==> config.mk <==
export PLATFORM = sky130hd
export DESIGN_NAME = tagged_varint_stream_decoder_top
export DESIGN_NICKNAME = d
export VERILOG_FILES = /design/src/rtl/tvsd_pkg.sv /design/src/rtl/tagged_varint_stream_decoder_top.sv
export SDC_FILE = /design/constraint.sdc
export NUM_CORES = 1
export LEC_CHECK = 0
export BUFFER_PORTS_ARGS = -buffer_cell sky130_fd_sc_hd__buf_2
export CORE_ASPECT_RATIO = 2
export CORE_MARGIN = 2
export CORE_UTILIZATION = 36
export DETAILED_ROUTE_END_ITERATION = 10
export PLACE_DENSITY = 0.56
export SKIP_LAST_GASP = 1
export SLEW_MARGIN = 20
export SYNTH_ARGS = -nofsm -noshare
export SYNTH_HDL_FRONTEND = slang
export SYNTH_SLANG_ARGS = --single-unit
==> constraint.sdc <==
create_clock -name clk -period 3 [get_ports clk]
set_input_delay 0.6 -clock clk [delete_from_list [all_inputs] [get_ports clk]]
set_output_delay 0.6 -clock clk [all_outputs]
set_load 0.05 [all_outputs]
==> src/rtl/tvsd_pkg.sv <==
// ----------------------------------------------------------------------------
// tvsd_pkg
// Shared widths, result kind codes and tag byte values of the tagged varint
// stream decoder.
// ----------------------------------------------------------------------------
package tvsd_pkg;

	localparam int BYTE_W        = 8;
	localparam int KIND_W        = 3;
	localparam int OUT_W         = 64;
	localparam int COUNT_W       = 4;
	localparam int CHARS_W       = 32;
	localparam int VALUE_WIDTH_D = 64;

	// Result kinds.
	localparam logic [KIND_W-1:0] K_BOOL  = 3'd0;
	localparam logic [KIND_W-1:0] K_SHORT = 3'd1;
	localparam logic [KIND_W-1:0] K_INT   = 3'd2;
	localparam logic [KIND_W-1:0] K_LONG  = 3'd3;
	localparam logic [KIND_W-1:0] K_CHAR  = 3'd4;
	localparam logic [KIND_W-1:0] K_SLEN  = 3'd5;
	localparam logic [KIND_W-1:0] K_SCHR  = 3'd6;

	// Tag bytes (ASCII).
	localparam logic [BYTE_W-1:0] TAG_TRUE  = 8'h74; // 't'
	localparam logic [BYTE_W-1:0] TAG_FALSE = 8'h66; // 'f'
	localparam logic [BYTE_W-1:0] TAG_CHAR  = 8'h63; // 'c'
	localparam logic [BYTE_W-1:0] TAG_SHORT = 8'h73; // 's'
	localparam logic [BYTE_W-1:0] TAG_INT   = 8'h69; // 'i'
	localparam logic [BYTE_W-1:0] TAG_LONG  = 8'h6C; // 'l'
	localparam logic [BYTE_W-1:0] TAG_STR   = 8'h53; // 'S'

endpackage

==> src/rtl/tagged_varint_stream_decoder_top.sv <==
// Output: a result is registered at the edge accepting its completing byte.
// Throughput: one byte per cycle while pending results are taken; the parser
// state and the result register are both updated in the accepting cycle, so
// bytes may follow back to back.
// Reset: arst_n clears the parser to expect a tag and empties the output.
// ----------------------------------------------------------------------------
// tagged_varint_stream_decoder_top
// Parses a tagged byte stream (booleans, chars, signed varints and strings)
// and emits one decoded item per completing byte; unknown tags are flagged.
// ----------------------------------------------------------------------------
module tagged_varint_stream_decoder_top #(
	parameter int VALUE_WIDTH = tvsd_pkg::VALUE_WIDTH_D
) (
	input  logic                                  clk,
	input  logic                                  arst_n,
	input  logic                                  in_valid,
	output logic                                  in_ready,
	input  logic        [tvsd_pkg::BYTE_W-1:0]    in_byte,
	output logic                                  out_valid,
	input  logic                                  out_ready,
	output logic        [tvsd_pkg::KIND_W-1:0]    item_kind,
	output logic signed [tvsd_pkg::OUT_W-1:0]     value,
	output logic                                  bad_tag
);
	import tvsd_pkg::*;

	// Width that int and string length values are wrapped to.
	localparam int IW = (VALUE_WIDTH < 32) ? VALUE_WIDTH : 32;

	typedef enum logic [2:0] {
		PH_TAG,
		PH_CHAR,
		PH_HEAD,
		PH_BODY,
		PH_STR
	} phase_t;

	phase_t                   phase_q, phase_n;
	logic [KIND_W-1:0]        kind_q, kind_n;
	logic [COUNT_W-1:0]       left_q, left_n;
	logic [VALUE_WIDTH-1:0]   acc_q, acc_n;
	logic [CHARS_W-1:0]       chars_q, chars_n;

	logic                     emit;
	logic [KIND_W-1:0]        emit_kind;
	logic [OUT_W-1:0]         emit_value;
	logic                     emit_bad;
	logic                     accept;

	logic                     out_valid_q;
	logic [KIND_W-1:0]        item_kind_q;
	logic [OUT_W-1:0]         value_q;
	logic                     bad_tag_q;

	assign accept   = in_valid && in_ready;
	assign in_ready = !out_valid_q || out_ready;

	always_comb begin
		phase_n    = phase_q;
		kind_n     = kind_q;
		left_n     = left_q;
		acc_n      = acc_q;
		chars_n    = chars_q;
		emit       = 1'b0;
		emit_kind  = K_BOOL;
		emit_value = {{(OUT_W-BYTE_W){1'b0}}, in_byte};
		emit_bad   = 1'b0;
		case (phase_q)
			PH_CHAR: begin
				phase_n   = PH_TAG;
				emit      = 1'b1;
				emit_kind = K_CHAR;
			end
			PH_HEAD: begin
				acc_n  = VALUE_WIDTH'($signed(in_byte[3:0]));
				left_n = in_byte[7:4];
				if (left_n != '0) begin
					phase_n = PH_BODY;
				end
			end
			PH_BODY: begin
				acc_n  = {acc_q[VALUE_WIDTH-BYTE_W-1:0], in_byte};
				left_n = left_q - COUNT_W'(1);
			end
			PH_STR: begin
				chars_n   = chars_q - CHARS_W'(1);
				emit      = 1'b1;
				emit_kind = K_SCHR;
				if (chars_n == '0) begin
					phase_n = PH_TAG;
				end
			end
			default: begin
				phase_n = PH_TAG;
				case (in_byte)
					TAG_TRUE: begin
						emit       = 1'b1;
						emit_value = OUT_W'(1);
					end
					TAG_FALSE: begin
						emit       = 1'b1;
						emit_value = '0;
					end
					TAG_CHAR: begin
						phase_n = PH_CHAR;
						kind_n  = K_CHAR;
					end
					TAG_SHORT: begin
						phase_n = PH_HEAD;
						kind_n  = K_SHORT;
					end
					TAG_INT: begin
						phase_n = PH_HEAD;
						kind_n  = K_INT;
					end
					TAG_LONG: begin
						phase_n = PH_HEAD;
						kind_n  = K_LONG;
					end
					TAG_STR: begin
						phase_n = PH_HEAD;
						kind_n  = K_SLEN;
					end
					default: begin
						emit     = 1'b1;
						emit_bad = 1'b1;
					end
				endcase
			end
		endcase

		// The varint ends on its head byte when the count is zero, or on the
		// last body byte; the value is then wrapped to the width of its type.
		if ((phase_q == PH_HEAD || phase_q == PH_BODY) && left_n == '0) begin
			phase_n   = PH_TAG;
			emit      = 1'b1;
			emit_kind = kind_q;
			case (kind_q)
				K_SHORT: emit_value = OUT_W'($signed(acc_n[15:0]));
				K_INT:   emit_value = OUT_W'($signed(acc_n[IW-1:0]));
				K_LONG:  emit_value = OUT_W'($signed(acc_n));
				default: begin
					emit_kind  = K_SLEN;
					emit_value = OUT_W'($signed(acc_n[IW-1:0]));
					if (!emit_value[OUT_W-1] && emit_value != '0) begin
						chars_n = emit_value[CHARS_W-1:0];
						phase_n = PH_STR;
					end else begin
						chars_n = '0;
					end
				end
			endcase
		end
	end

	always_ff @(posedge clk or negedge arst_n) begin
		if (!arst_n) begin
			phase_q     <= PH_TAG;
			kind_q      <= K_BOOL;
			left_q      <= '0;
			acc_q       <= '0;
			chars_q     <= '0;
			out_valid_q <= 1'b0;
			item_kind_q <= K_BOOL;
			value_q     <= '0;
			bad_tag_q   <= 1'b0;
		end else begin
			if (accept) begin
				phase_q     <= phase_n;
				kind_q      <= kind_n;
				left_q      <= left_n;
				acc_q       <= acc_n;
				chars_q     <= chars_n;
				out_valid_q <= emit;
				if (emit) begin
					item_kind_q <= emit_kind;
					value_q     <= emit_value;
					bad_tag_q   <= emit_bad;
				end
			end else if (out_ready) begin
				out_valid_q <= 1'b0;
			end
		end
	end

	assign out_valid = out_valid_q;
	assign item_kind = item_kind_q;
	assign value     = value_q;
	assign bad_tag   = bad_tag_q;

	a_body_has_bytes: assert property (@(posedge clk) disable iff (!arst_n)
		phase_q == PH_BODY |-> left_q != '0)
		else $error("body phase with no bytes left");

	a_str_has_chars: assert property (@(posedge clk) disable iff (!arst_n)
		phase_q == PH_STR |-> chars_q != '0 && !chars_q[CHARS_W-1])
		else $error("string phase with empty or negative char count");

	a_bad_is_bool: assert property (@(posedge clk) disable iff (!arst_n)
		out_valid && bad_tag |-> item_kind == K_BOOL && value[OUT_W-1:BYTE_W] == '0)
		else $error("bad tag result malformed");

	a_bool_range: assert property (@(posedge clk) disable iff (!arst_n)
		out_valid && item_kind == K_BOOL && !bad_tag |-> value[OUT_W-1:1] == '0)
		else $error("boolean result out of range");

	a_no_result_on_head: assert property (@(posedge clk) disable iff (!arst_n)
		accept && phase_q == PH_HEAD && in_byte[7:4] != 4'd0 |=> phase_q == PH_BODY)
		else $error("varint head with count did not enter body phase");

endmodule

Word level (Yosys, flattened, before mapping)
Cells that the tools add are included.
{"block": "totals", "regBits": 175, "wordCells": 80, "out_inout_bits": 70, "input_bits": 12}
{"block": "op_classes", "muxes": 28, "n_eq_ne": 17, "n_reduce_logical": 23, "addsub": 2, "bitwise_logic": 1}
{"cell": "case mux 64 bit (2 select lines)", "n": 2}
{"cell": "two-way mux 32 bit", "n": 4}
{"cell": "two-way mux 64 bit", "n": 1}
{"cell": "nonzero test 64 bit", "n": 1}
{"cell": "equality test 8 x 7 -> 1 bit, second input constant", "n": 7}
{"cell": "zero test 32 bit", "n": 1}
{"cell": "subtractor 32 x 1 -> 32 bit, second input constant", "n": 1}
{"cell": "two-way mux 3 bit", "n": 7}
{"cell": "case mux 8 bit (2 select lines)", "n": 1}
{"cell": "case mux 3 bit (5 select lines)", "n": 1}
{"cell": "equality test 3 x 2 -> 1 bit, second input constant", "n": 4}
{"cell": "case mux 3 bit (4 select lines)", "n": 1}
{"cell": "two-way mux 8 bit", "n": 1}
{"cell": "case mux 4 bit (2 select lines)", "n": 1}
{"cell": "OR reduction 4 bit", "n": 2}
{"cell": "OR reduction 7 bit", "n": 1}
{"cell": "equality test 3 x 1 -> 1 bit, second input constant", "n": 2}
{"cell": "two-way mux 1 bit", "n": 6}
{"cell": "case mux 3 bit (2 select lines)", "n": 1}
{"cell": "nonzero test 5 bit", "n": 1}
{"cell": "OR reduction 5 bit", "n": 1}
{"cell": "zero test 4 bit", "n": 1}
{"cell": "case mux 2 bit (2 select lines)", "n": 1}
{"cell": "AND reduction 4 bit", "n": 1}
{"cell": "16 further kinds", "n": 21}

Longest topological paths before layout
Gate-level depths: netlist of the first run.
{"block": "logic_depth", "depth_word": 7, "ltp_mapped": 12, "depth_no_buf": 10}

Worst setup path after synthesis of the first run
Ideal clock, no wire load.
{"block": "synth_path", "path_type": "input-to-reg", "start": "input port in_byte[4] in the netlist's numbering", "end": "register value_q[26] (netlist: value[26])", "path_slack_ps": 151, "stages": 12, "arrival_ps": 2714, "setup_time_ps": 135, "required_time_ps": 2865, "path_buffers": 4, "path_cell_list": "clkbuf_1 nor4bb_1 and3b_1 o21a_1 or2_2 or3_1 and2_1 clkbuf_1 buf_2 buf_1 nand2_1 o21ai_0"}
{"block": "synth_between", "elab_chain_cells": 6, "elab_cells_between_ends": 14}
{"item": "start, declared", "line_no": "tagged_varint_stream_decoder_top.sv:18", "rtl": "input logic [tvsd_pkg::BYTE_W-1:0] in_byte,"}
{"item": "equality test 8 x 7 -> 1 bit", "line_no": "tagged_varint_stream_decoder_top.sv:95", "rtl": "case (in_byte)"}
{"item": "OR reduction 5 bit (no line)"}
{"item": "two-way mux 1 bit", "line_no": "tagged_varint_stream_decoder_top.sv:95"}
{"item": "case mux 1 bit (2 select lines)", "line_no": "tagged_varint_stream_decoder_top.sv:68", "rtl": "case (phase_q)"}
{"item": "two-way mux 1 bit", "line_no": "tagged_varint_stream_decoder_top.sv:134", "rtl": "if ((phase_q == PH_HEAD || phase_q == PH_BODY) && left_n == '0) begin"}
{"item": "AND reduction 2 bit (no line)"}
{"item": "end signal, assigned", "line_no": "tagged_varint_stream_decoder_top.sv:177", "rtl": "value_q <= emit_value;"}
{"item": "end, declared", "line_no": "tagged_varint_stream_decoder_top.sv:52", "rtl": "logic [OUT_W-1:0] value_q;"}
Several ways; a longest one is shown, not always the timed one.
A chain may end at the register's enable or synchronous reset.

Worst setup path after layout of the first run
{"block": "layout_path", "start": "register chars_q[8]", "end": "register phase_q[0]"}
{"block": "layout_between", "elab_chain_cells": 4}
{"item": "start, declared", "line_no": "tagged_varint_stream_decoder_top.sv:42", "rtl": "logic [CHARS_W-1:0] chars_q, chars_n;"}
{"item": "start signal, assigned", "line_no": "tagged_varint_stream_decoder_top.sv:173", "rtl": "chars_q <= chars_n;"}
{"item": "subtractor 32 x 1 -> 32 bit", "line_no": "tagged_varint_stream_decoder_top.sv:86", "rtl": "chars_n = chars_q - CHARS_W'(1);"}
{"item": "zero test 32 bit", "line_no": "tagged_varint_stream_decoder_top.sv:89", "rtl": "if (chars_n == '0) begin"}
{"item": "!= test 3 bit (no line)"}
{"item": "AND reduction 4 bit (no line)"}
{"item": "end signal, assigned", "line_no": "tagged_varint_stream_decoder_top.sv:169", "rtl": "phase_q <= phase_n;"}
{"item": "end, declared", "line_no": "tagged_varint_stream_decoder_top.sv:38", "rtl": "phase_t phase_q, phase_n;"}
Every way passes these cells.

==> flow_summary.rst, run 1 <==
.. list-table::
   :header-rows: 1

   * - Metric
     - Value
   * - IO Port Bufs
     - 81
   * - Setup repair after global routing missed its margin
     - true
   * - CTS tree
     - built
   * - Number of global-route vias before repair
     - 8987
   * - Antenna fix cells
     - 0
   * - Final TNS setup
     - 0 ns
   * - Worst slew margin
     - between 40% and 50%
   * - Overflow after GRT
     - 0
   * - Highest Clock Rate
     - between 300 and 400 MHz
   * - Total clock sinks
     - around 180
   * - Switching power total
     - 2.99 mW
   * - LEAKAGE
     - a little over 5 nW
   * - Max-cap check violation count
     - 0
   * - Cell area power density
     - just over 700 nW/um2
   * - Fraction of registers with async set or reset after synthesis
     - between 90% and 100%
   * - Sum of met3 wire segment lengths after detailed routing
     - approximately 850 um
   * - CP required
     - 3.33 ns
   * - X dimension of the die
     - ~120 um
   * - Post-CTS clock slew at the launch and capture registers of the worst setup and hold paths
     - 0.07 ns
   * - Bufs and invs on worst path
     - 3
   * - Top routing layer used
     - met4
   * - Final Net Count
     - about 1.3k
   * - Core outline area
     - between 20000 and 30000 um2
   * - Area Overhead vs Synth
     - 24.8%
   * - Nature of the critical path startpoint
     - flip-flop
   * - Dominant synthesized flop cell
     - sky130_fd_sc_hd__dfrtp_1
   * - Least setup slack across all paths after layout
     - between 0.1 and 0.15 ns
   * - Net count after synthesis
     - approximately 1.2k
   * - Internal power
     - 5.44 mW
   * - TritonCTS Buffers
     - 17
   * - Most frequent cell on the critical path
     - sky130_fd_sc_hd__buf_4
   * - CP peak stage delay
     - between 0.4 and 0.5 ns
   * - Overall track demand over capacity in global routing
     - between 20% and 30%
   * - Min cycle time layout
     - ~2.9 ns
   * - Area of the die
     - 27900 um2
   * - WL final
     - ~31000 um
   * - CTS Hold Buffers Added
     - 0
   * - Count of final setup violators
     - 0
   * - Number of antenna violations at the first check in global routing
     - 0
   * - Share of the yosys chip area belonging to registers
     - 45.8%
   * - Tightest hold margin
     - ~0.16 ns
   * - Detailed router's first-iteration violation count
     - 517
   * - Count of boundary I/O pins
     - about 80
   * - Total of flip-flops plus latches after synthesis
     - roughly 180
   * - Clock Tree Root
     - sky130_fd_sc_hd__clkbuf_16
   * - Crit-path slowest cell
     - sky130_fd_sc_hd__dfrtp_1
   * - Total count of max-transition violations in the final report
     - 0
   * - Yosys warning total
     - 0
   * - Arrival time worst endpoint
     - approximately 3.2 ns
   * - Met1 layer wirelength in the final routing
     - between 10000 and 15000 um
   * - Worst setup slack before clock tree synthesis
     - -0.175 ns
   * - Hold Fails Final Rpt
     - 0
   * - Die extent in y
     - between 200 and 250 um
   * - CP top delay family
     - simple AND/OR/NAND/NOR gates
   * - H-Tree Depth
     - 4
   * - Vias
     - approximately 9.0k
   * - Wire length of the first global-routing pass
     - between 40000 and 50000 um
   * - HPWL after detailed placement
     - 23400 um
   * - Worst skew pair latency
     - ~0.45 ns
   * - Via-to-Cell Ratio
     - 5.44
   * - Flop2flop setup slack
     - 0.11 ns
   * - Pin slew with the least headroom to its limit
     - around 0.77 ns
   * - Number of design rule violations left after detail routing
     - 0
   * - Count of cell types in the netlist
     - ~70
   * - Final Skew
     - about 0.013 ns
   * - Maximum fanout encountered on the critical timing path
     - 5
   * - Setup Crit Path Kind
     - reg2reg
   * - GPL Wtd Cong
     - ~0.9
   * - Synth Cell Area
     - ~9600 um2
   * - Period utilisation layout
     - a little over nine tenths
   * - Number of synthesized flops with an enable pin
     - 0
   * - Type of destination of the critical path
     - flip-flop
   * - Sequential cell fraction of total power
     - a little under two fifths
   * - Total of fill cells in the finished design
     - roughly 2.6k
   * - Mean instance size in the synthesized netlist
     - just over 8 um2
   * - Synthesized instance count
     - 1156
   * - Share of total power in combinational logic
     - between 30% and 40%
   * - DRT Pass-1 Iters
     - 5
   * - Share of total power consumed by net switching
     - 35.5%
   * - Min-Delay Path Class
     - in2async
   * - Routed length on met2
     - 17500 um
   * - Initial standard-cell utilization of the core
     - 36.5%
   * - Maximum number of pins on one net before global-route repair
     - just over 90
   * - Wirelength per Cell
     - about 19 um
   * - Maximum ir drop on the vdd rail
     - a little over 0.4 mV
   * - Longest Clk Path Bufs
     - 2
   * - Cell breakdown of the critical path
     - nor4_4, buf_4, nand4_1, buf_4, or2_4, buf_4, a31oi_1, o22ai_1, o2111a_2, or2_4, a32o_1
   * - Number of rows in the core area
     - 84
   * - Count of nets left with antenna violations after detail routing
     - 0
   * - Layout cells sized above 1
     - a little under a quarter
   * - Clock network power share
     - between 20% and 30%
   * - Result of the run
     - complete, no violations
[flip-flops by register name, indices dropped and copies added, names as in the netlist]
name / count
phase_q: 3
chars_q: 32
bad_tag: 1
item_kind: 3
kind_q: 3
acc_q: 64
left_q: 4
value: 64
out_valid: 1
[cell families after synthesis]
group / share of synthesized area (%)
AOI/OAI and AO/OA: 23.2
xor gates and xnor gates: 0.917
adders and majority gates: 0.498
buffers and inverters: 4.54
DFF: 45.8
muxes: 4.91
and+or+nand+nor: 20.1
[layout make-up]
type | instances | area [um2] | share of cell area (%)
clock buffers | 17 | 425 | 3.57
clock inverters | 14 | 214 | 1.79
inverters | 13 | 48.8 | 0.409
multi-input cells | 871 | 4880 | 40.9
flip-flops and latches | 175 | 4380 | 36.8
well taps | 344 | 430 | 3.61
repair buffers | 214 | 1540 | 12.9
[synth_stat cells (10+ instances only)]
| master | n | area share (%) |
|---|---|---|
| sky130_fd_sc_hd__o21ai_0 | 194 | 10 |
| sky130_fd_sc_hd__dfrtp_1 | 175 | 46 |
| sky130_fd_sc_hd__nand2_1 | 168 | 6.6 |
| sky130_fd_sc_hd__nor2_1 | 142 | 5.6 |
| sky130_fd_sc_hd__a21oi_1 | 87 | 4.6 |
| sky130_fd_sc_hd__clkbuf_1 | 67 | 2.6 |
| sky130_fd_sc_hd__o21ai_1 | 25 | 1.3 |
| sky130_fd_sc_hd__mux2_2 | 22 | 2.6 |
| sky130_fd_sc_hd__mux2i_1 | 21 | 2.2 |
| sky130_fd_sc_hd__nor3_1 | 20 | 1.0 |
| sky130_fd_sc_hd__buf_1 | 17 | 0.67 |
| sky130_fd_sc_hd__nor4_1 | 16 | 1.0 |
| sky130_fd_sc_hd__inv_1 | 13 | 0.51 |
| sky130_fd_sc_hd__nand4_1 | 12 | 0.79 |
| sky130_fd_sc_hd__a22o_1 | 11 | 1.0 |
| sky130_fd_sc_hd__buf_2 | 11 | 0.58 |
| sky130_fd_sc_hd__nor2b_1 | 10 | 0.65 |
[stage by stage]
step	instances	total power, mW	utilization (%)	instance area (um2)
after global placement	1610	5.84	42.4	11100
after global routing	1648	8.87	45.6	11900
final	1648	8.43	45.6	11900
after CTS	1641	8.35	44.9	11800
after floorplan	1156	4.61	-	9550
after detailed placement	1610	5.88	42.4	11100
[layer usage]
layer  global-route usage (%)  up-vias
met5                        0        -
met4                     14.5        0
met3                     3.60       91
met2                     43.8      207
met1                     22.2     4335
li1                         -     4333
[placed cells by master, fill, tap and decap left out, drive strengths merged, types with 13 or more instances in the layout]
master,n
nor2,142
inv,15
a21oi,87
nor4,19
mux2i,21
o21ai,219
clkbuf,17
nand2,168
buf,214
mux2,23
nand4,13
dfrtp,175
nor3,20
[path summary, 6_finish.rpt]
path	start	end	cells past startpoint
max	chars_q[8]	phase_q[0]	11
min	arst_n	value[39]	1
max reg2reg	chars_q[8]	phase_q[0]	11
min reg2reg	value[40]	value[40]	2
max in group asynchronous	arst_n	phase_q[2]	2
min in group clk	value[40]	value[40]	2
[power groups by stage]
stage                     clock (mW)  sequential, mW  combinational (mW)
after CTS                       2.51            3.19                2.65
after global routing            2.61            3.27                3.00
after detailed placement           0            3.24                2.65
final                           2.47            3.20                2.76
after global placement             0            3.22                2.62
after floorplan                    0            3.22                1.39
[worst register-to-register path, cell delays in order (launching register included)]
cell                       delay, ns
sky130_fd_sc_hd__dfrtp_1        0.42
sky130_fd_sc_hd__nor4_4         0.41
sky130_fd_sc_hd__buf_4          0.20
sky130_fd_sc_hd__nand4_1        0.10
sky130_fd_sc_hd__buf_4          0.19
sky130_fd_sc_hd__or2_4          0.28
sky130_fd_sc_hd__buf_4          0.16
sky130_fd_sc_hd__a31oi_1        0.15
sky130_fd_sc_hd__o22ai_1        0.13
sky130_fd_sc_hd__o2111a_2       0.23
sky130_fd_sc_hd__or2_4          0.26
sky130_fd_sc_hd__a32o_1         0.24
[what timing repair did]
item,in CTS,in global routing
buffers inserted,0,7
pin swaps,0,4
endpoints found under the setup margin,22,21
resized for setup,4,23
endpoints found under the hold margin,0,0
(Power assumes the default switching activity.)
==> inputs of run 2 (changes only) <==
--- a/config.mk
+++ b/config.mk
@@ -8,9 +8,9 @@
 export BUFFER_PORTS_ARGS = -buffer_cell sky130_fd_sc_hd__buf_2
 export CORE_ASPECT_RATIO = 2
 export CORE_MARGIN = 2
-export CORE_UTILIZATION = 36
+export CORE_UTILIZATION = 30
 export DETAILED_ROUTE_END_ITERATION = 10
-export PLACE_DENSITY = 0.56
+export PLACE_DENSITY = 0.48
 export SKIP_LAST_GASP = 1
 export SLEW_MARGIN = 20
 export SYNTH_ARGS = -nofsm -noshare
==> flow_summary.rst, run 2 (synthesized netlist as in run 1, its figures left out) <==
.. list-table::
   :header-rows: 1

   * - Metric
     - Value
   * - Result of the run
     - complete, no violations
   * - Total Power Consumption
     - 8.43 mW
   * - Commonest cells after routing, fill and taps aside
     - sky130_fd_sc_hd__o21ai_0, sky130_fd_sc_hd__dfrtp_1, sky130_fd_sc_hd__nand2_1
   * - DRT Pass-1 Iters
     - 5
   * - Number of design rule violations left after detail routing
     - 0
   * - Clock Tree Root
     - sky130_fd_sc_hd__clkbuf_16
   * - Placed Area
     - between 10000 and 15000 um2
   * - Vias
     - 8883
   * - Min-Delay Path Class
     - in2async
   * - GPL Wtd Cong
     - between 0.9 and 1
   * - Overall track demand over capacity in global routing
     - 20.4%
   * - Total clock sinks
     - roughly 180
   * - Worst slew margin
     - around half
   * - Type of destination of the critical path
     - flip-flop
   * - Maximum fanout encountered on the critical timing path
     - 4
   * - Final Net Count
     - about 1.3k
   * - Maximum number of pins on one net before global-route repair
     - 83
   * - Maximum ir drop on the vdd rail
     - 0.300 mV
   * - Least setup slack across all paths after layout
     - between 0.04 and 0.05 ns
   * - Detailed router's first-iteration violation count
     - between 400 and 500
   * - HPWL after detailed placement
     - 25000 um
   * - Post-CTS clock slew at the launch and capture registers of the worst setup and hold paths
     - 0.08 ns
   * - WL final
     - around 33000 um
   * - Post-Layout Inst Area
     - roughly 12000 um2
   * - Finished Layout Cells
     - ~1.7k
   * - Final TNS setup
     - 0 ns
   * - Highest Clock Rate
     - approximately 340 MHz
   * - Post-Place Cells
     - about 1.7k
   * - Wirelength per Cell
     - about 19 um
   * - Worst skew pair latency
     - around 0.45 ns
   * - CP required
     - 3.33 ns
   * - Area Overhead vs Synth
     - 26.5%
   * - Number of global-route vias before repair
     - about 9k
   * - Cell breakdown of the critical path
     - nor4_4, nand4_2, buf_6, or3_4, or3b_1, a211oi_2, o2111a_2, o21ai_1, a32o_1
   * - Antenna fix cells
     - 0
   * - Worst setup slack before clock tree synthesis
     - -0.133 ns
   * - Cell area power density
     - approximately 700 nW/um2
   * - Total count of max-transition violations in the final report
     - 0
   * - Overflow after GRT
     - 0
   * - Die extent in y
     - around 260 um
   * - Number of antenna violations at the first check in global routing
     - 0
   * - Final core occ
     - 38.4%
   * - CTS tree
     - built
   * - IO Port Bufs
     - 81
   * - Min cycle time layout
     - 2.96 ns
   * - Crit-path slowest cell
     - sky130_fd_sc_hd__nor4_4
   * - H-Tree Depth
     - 4
   * - Pin slew with the least headroom to its limit
     - approximately 0.76 ns
   * - Count of boundary I/O pins
     - 82
   * - Commonest non-fill, non-tap cell in the layout
     - sky130_fd_sc_hd__o21ai_0
   * - Core outline area
     - approximately 31000 um2
   * - CP top delay family
     - simple AND/OR/NAND/NOR gates
   * - Initial standard-cell utilization of the core
     - 30.4%
   * - Tightest hold margin
     - roughly 0.052 ns
   * - Layout cells sized above 1
     - between 20% and 30%
   * - Longest Clk Path Bufs
     - 2
   * - Final Skew
     - around 0.012 ns
   * - Setup repair after global routing missed its margin
     - true
   * - Worst Reg-to-Reg Cells
     - 9
   * - Nature of the critical path startpoint
     - flip-flop
   * - TritonCTS Buffers
     - 17
   * - Hold Fails Final Rpt
     - 0
   * - Count of final setup violators
     - 0
   * - Number of rows in the core area
     - 92
   * - Count of nets left with antenna violations after detail routing
     - 0
   * - Via-to-Cell Ratio
     - 5.13
   * - Flop2flop setup slack
     - 0.04 ns
   * - Max-cap check violation count
     - 0
   * - Wire length of the first global-routing pass
     - roughly 52000 um
   * - Bufs and invs on worst path
     - 1
   * - Capture point of the worst reg-to-reg path
     - phase_q[0]
   * - Arrival time worst endpoint
     - 3.29 ns
   * - LEAKAGE
     - roughly 5.2 nW
   * - X dimension of the die
     - about 130 um
   * - Setup Crit Path Kind
     - reg2reg
   * - CP peak stage delay
     - roughly 0.43 ns
   * - Period utilisation layout
     - a little over nine tenths
   * - Critical register-to-register path startpoint
     - chars_q[11]
   * - Area of the die
     - 33400 um2
-- run 2: cell types whose count changed in the layout (fill, tap and decap cells not counted), sizes merged --
| cell | change |
|---|---|
| buf | +5 |
| inv | +5 |
| clkinvlp | -2 |
| bufinv | -2 |
-- run 2: layout make-up --
type | instances | area, um2
flip-flops and latches | 175 | 4380
repair buffers | 219 | 1610
clock inverters | 15 | 203
clock buffers | 17 | 425
multi-input cells | 871 | 4890
inverters | 13 | 48.8
fillers | 3258 | 19300
well taps | 423 | 529
-- run 2: worst max path at each step --
stage,to,cells after the start,slack [ns],startpoint
finish,phase_q[0],9,0.04,chars_q[11]
global route,phase_q[0],13,-0.02,chars_q[1]
CTS,phase_q[0],11,0.001,chars_q[8]
detailed placement,phase_q[0],12,-0.13,chars_q[1]
global placement,phase_q[0],12,-0.19,chars_q[1]
floorplan,value[26],12,0.15,in_byte[4]
-- run 2: what timing repair did --
action / 4_1_cts / 5_1_grt
hold endpoints to repair: 0 / 0
hold buffers: 0 / 0
pin swaps: 4 / 6
setup endpoints to repair: 3 / 32
gates resized for setup: 4 / 21
buffers inserted: 1 / 4
-- run 2: routing by layer --
| metal | track usage [%] | up-vias | routed length, um |
|---|---|---|---|
| li1 | - | 4357 | - |
| met1 | 20.5 | 4275 | 11600 |
| met2 | 38.9 | 169 | 18800 |
| met3 | 2.32 | 82 | 668 |
| met4 | 11.9 | 0 | 2090 |
| met5 | 0 | - | 0 |
-- run 2: worst register-to-register path, stage by stage, from the launching register on --
cell	delay, ns
sky130_fd_sc_hd__dfrtp_1	0.41
sky130_fd_sc_hd__nor4_4	0.43
sky130_fd_sc_hd__nand4_2	0.20
sky130_fd_sc_hd__buf_6	0.17
sky130_fd_sc_hd__or3_4	0.40
sky130_fd_sc_hd__or3b_1	0.40
sky130_fd_sc_hd__a211oi_2	0.22
sky130_fd_sc_hd__o2111a_2	0.31
sky130_fd_sc_hd__o21ai_1	0.08
sky130_fd_sc_hd__a32o_1	0.21
-- run 2: report_power, final --
part | switching [mW] | internal [mW]
clock | 1.07 | 1.34
sequential | 0.406 | 2.80
combinational | 1.60 | 1.21
total | 3.08 | 5.35
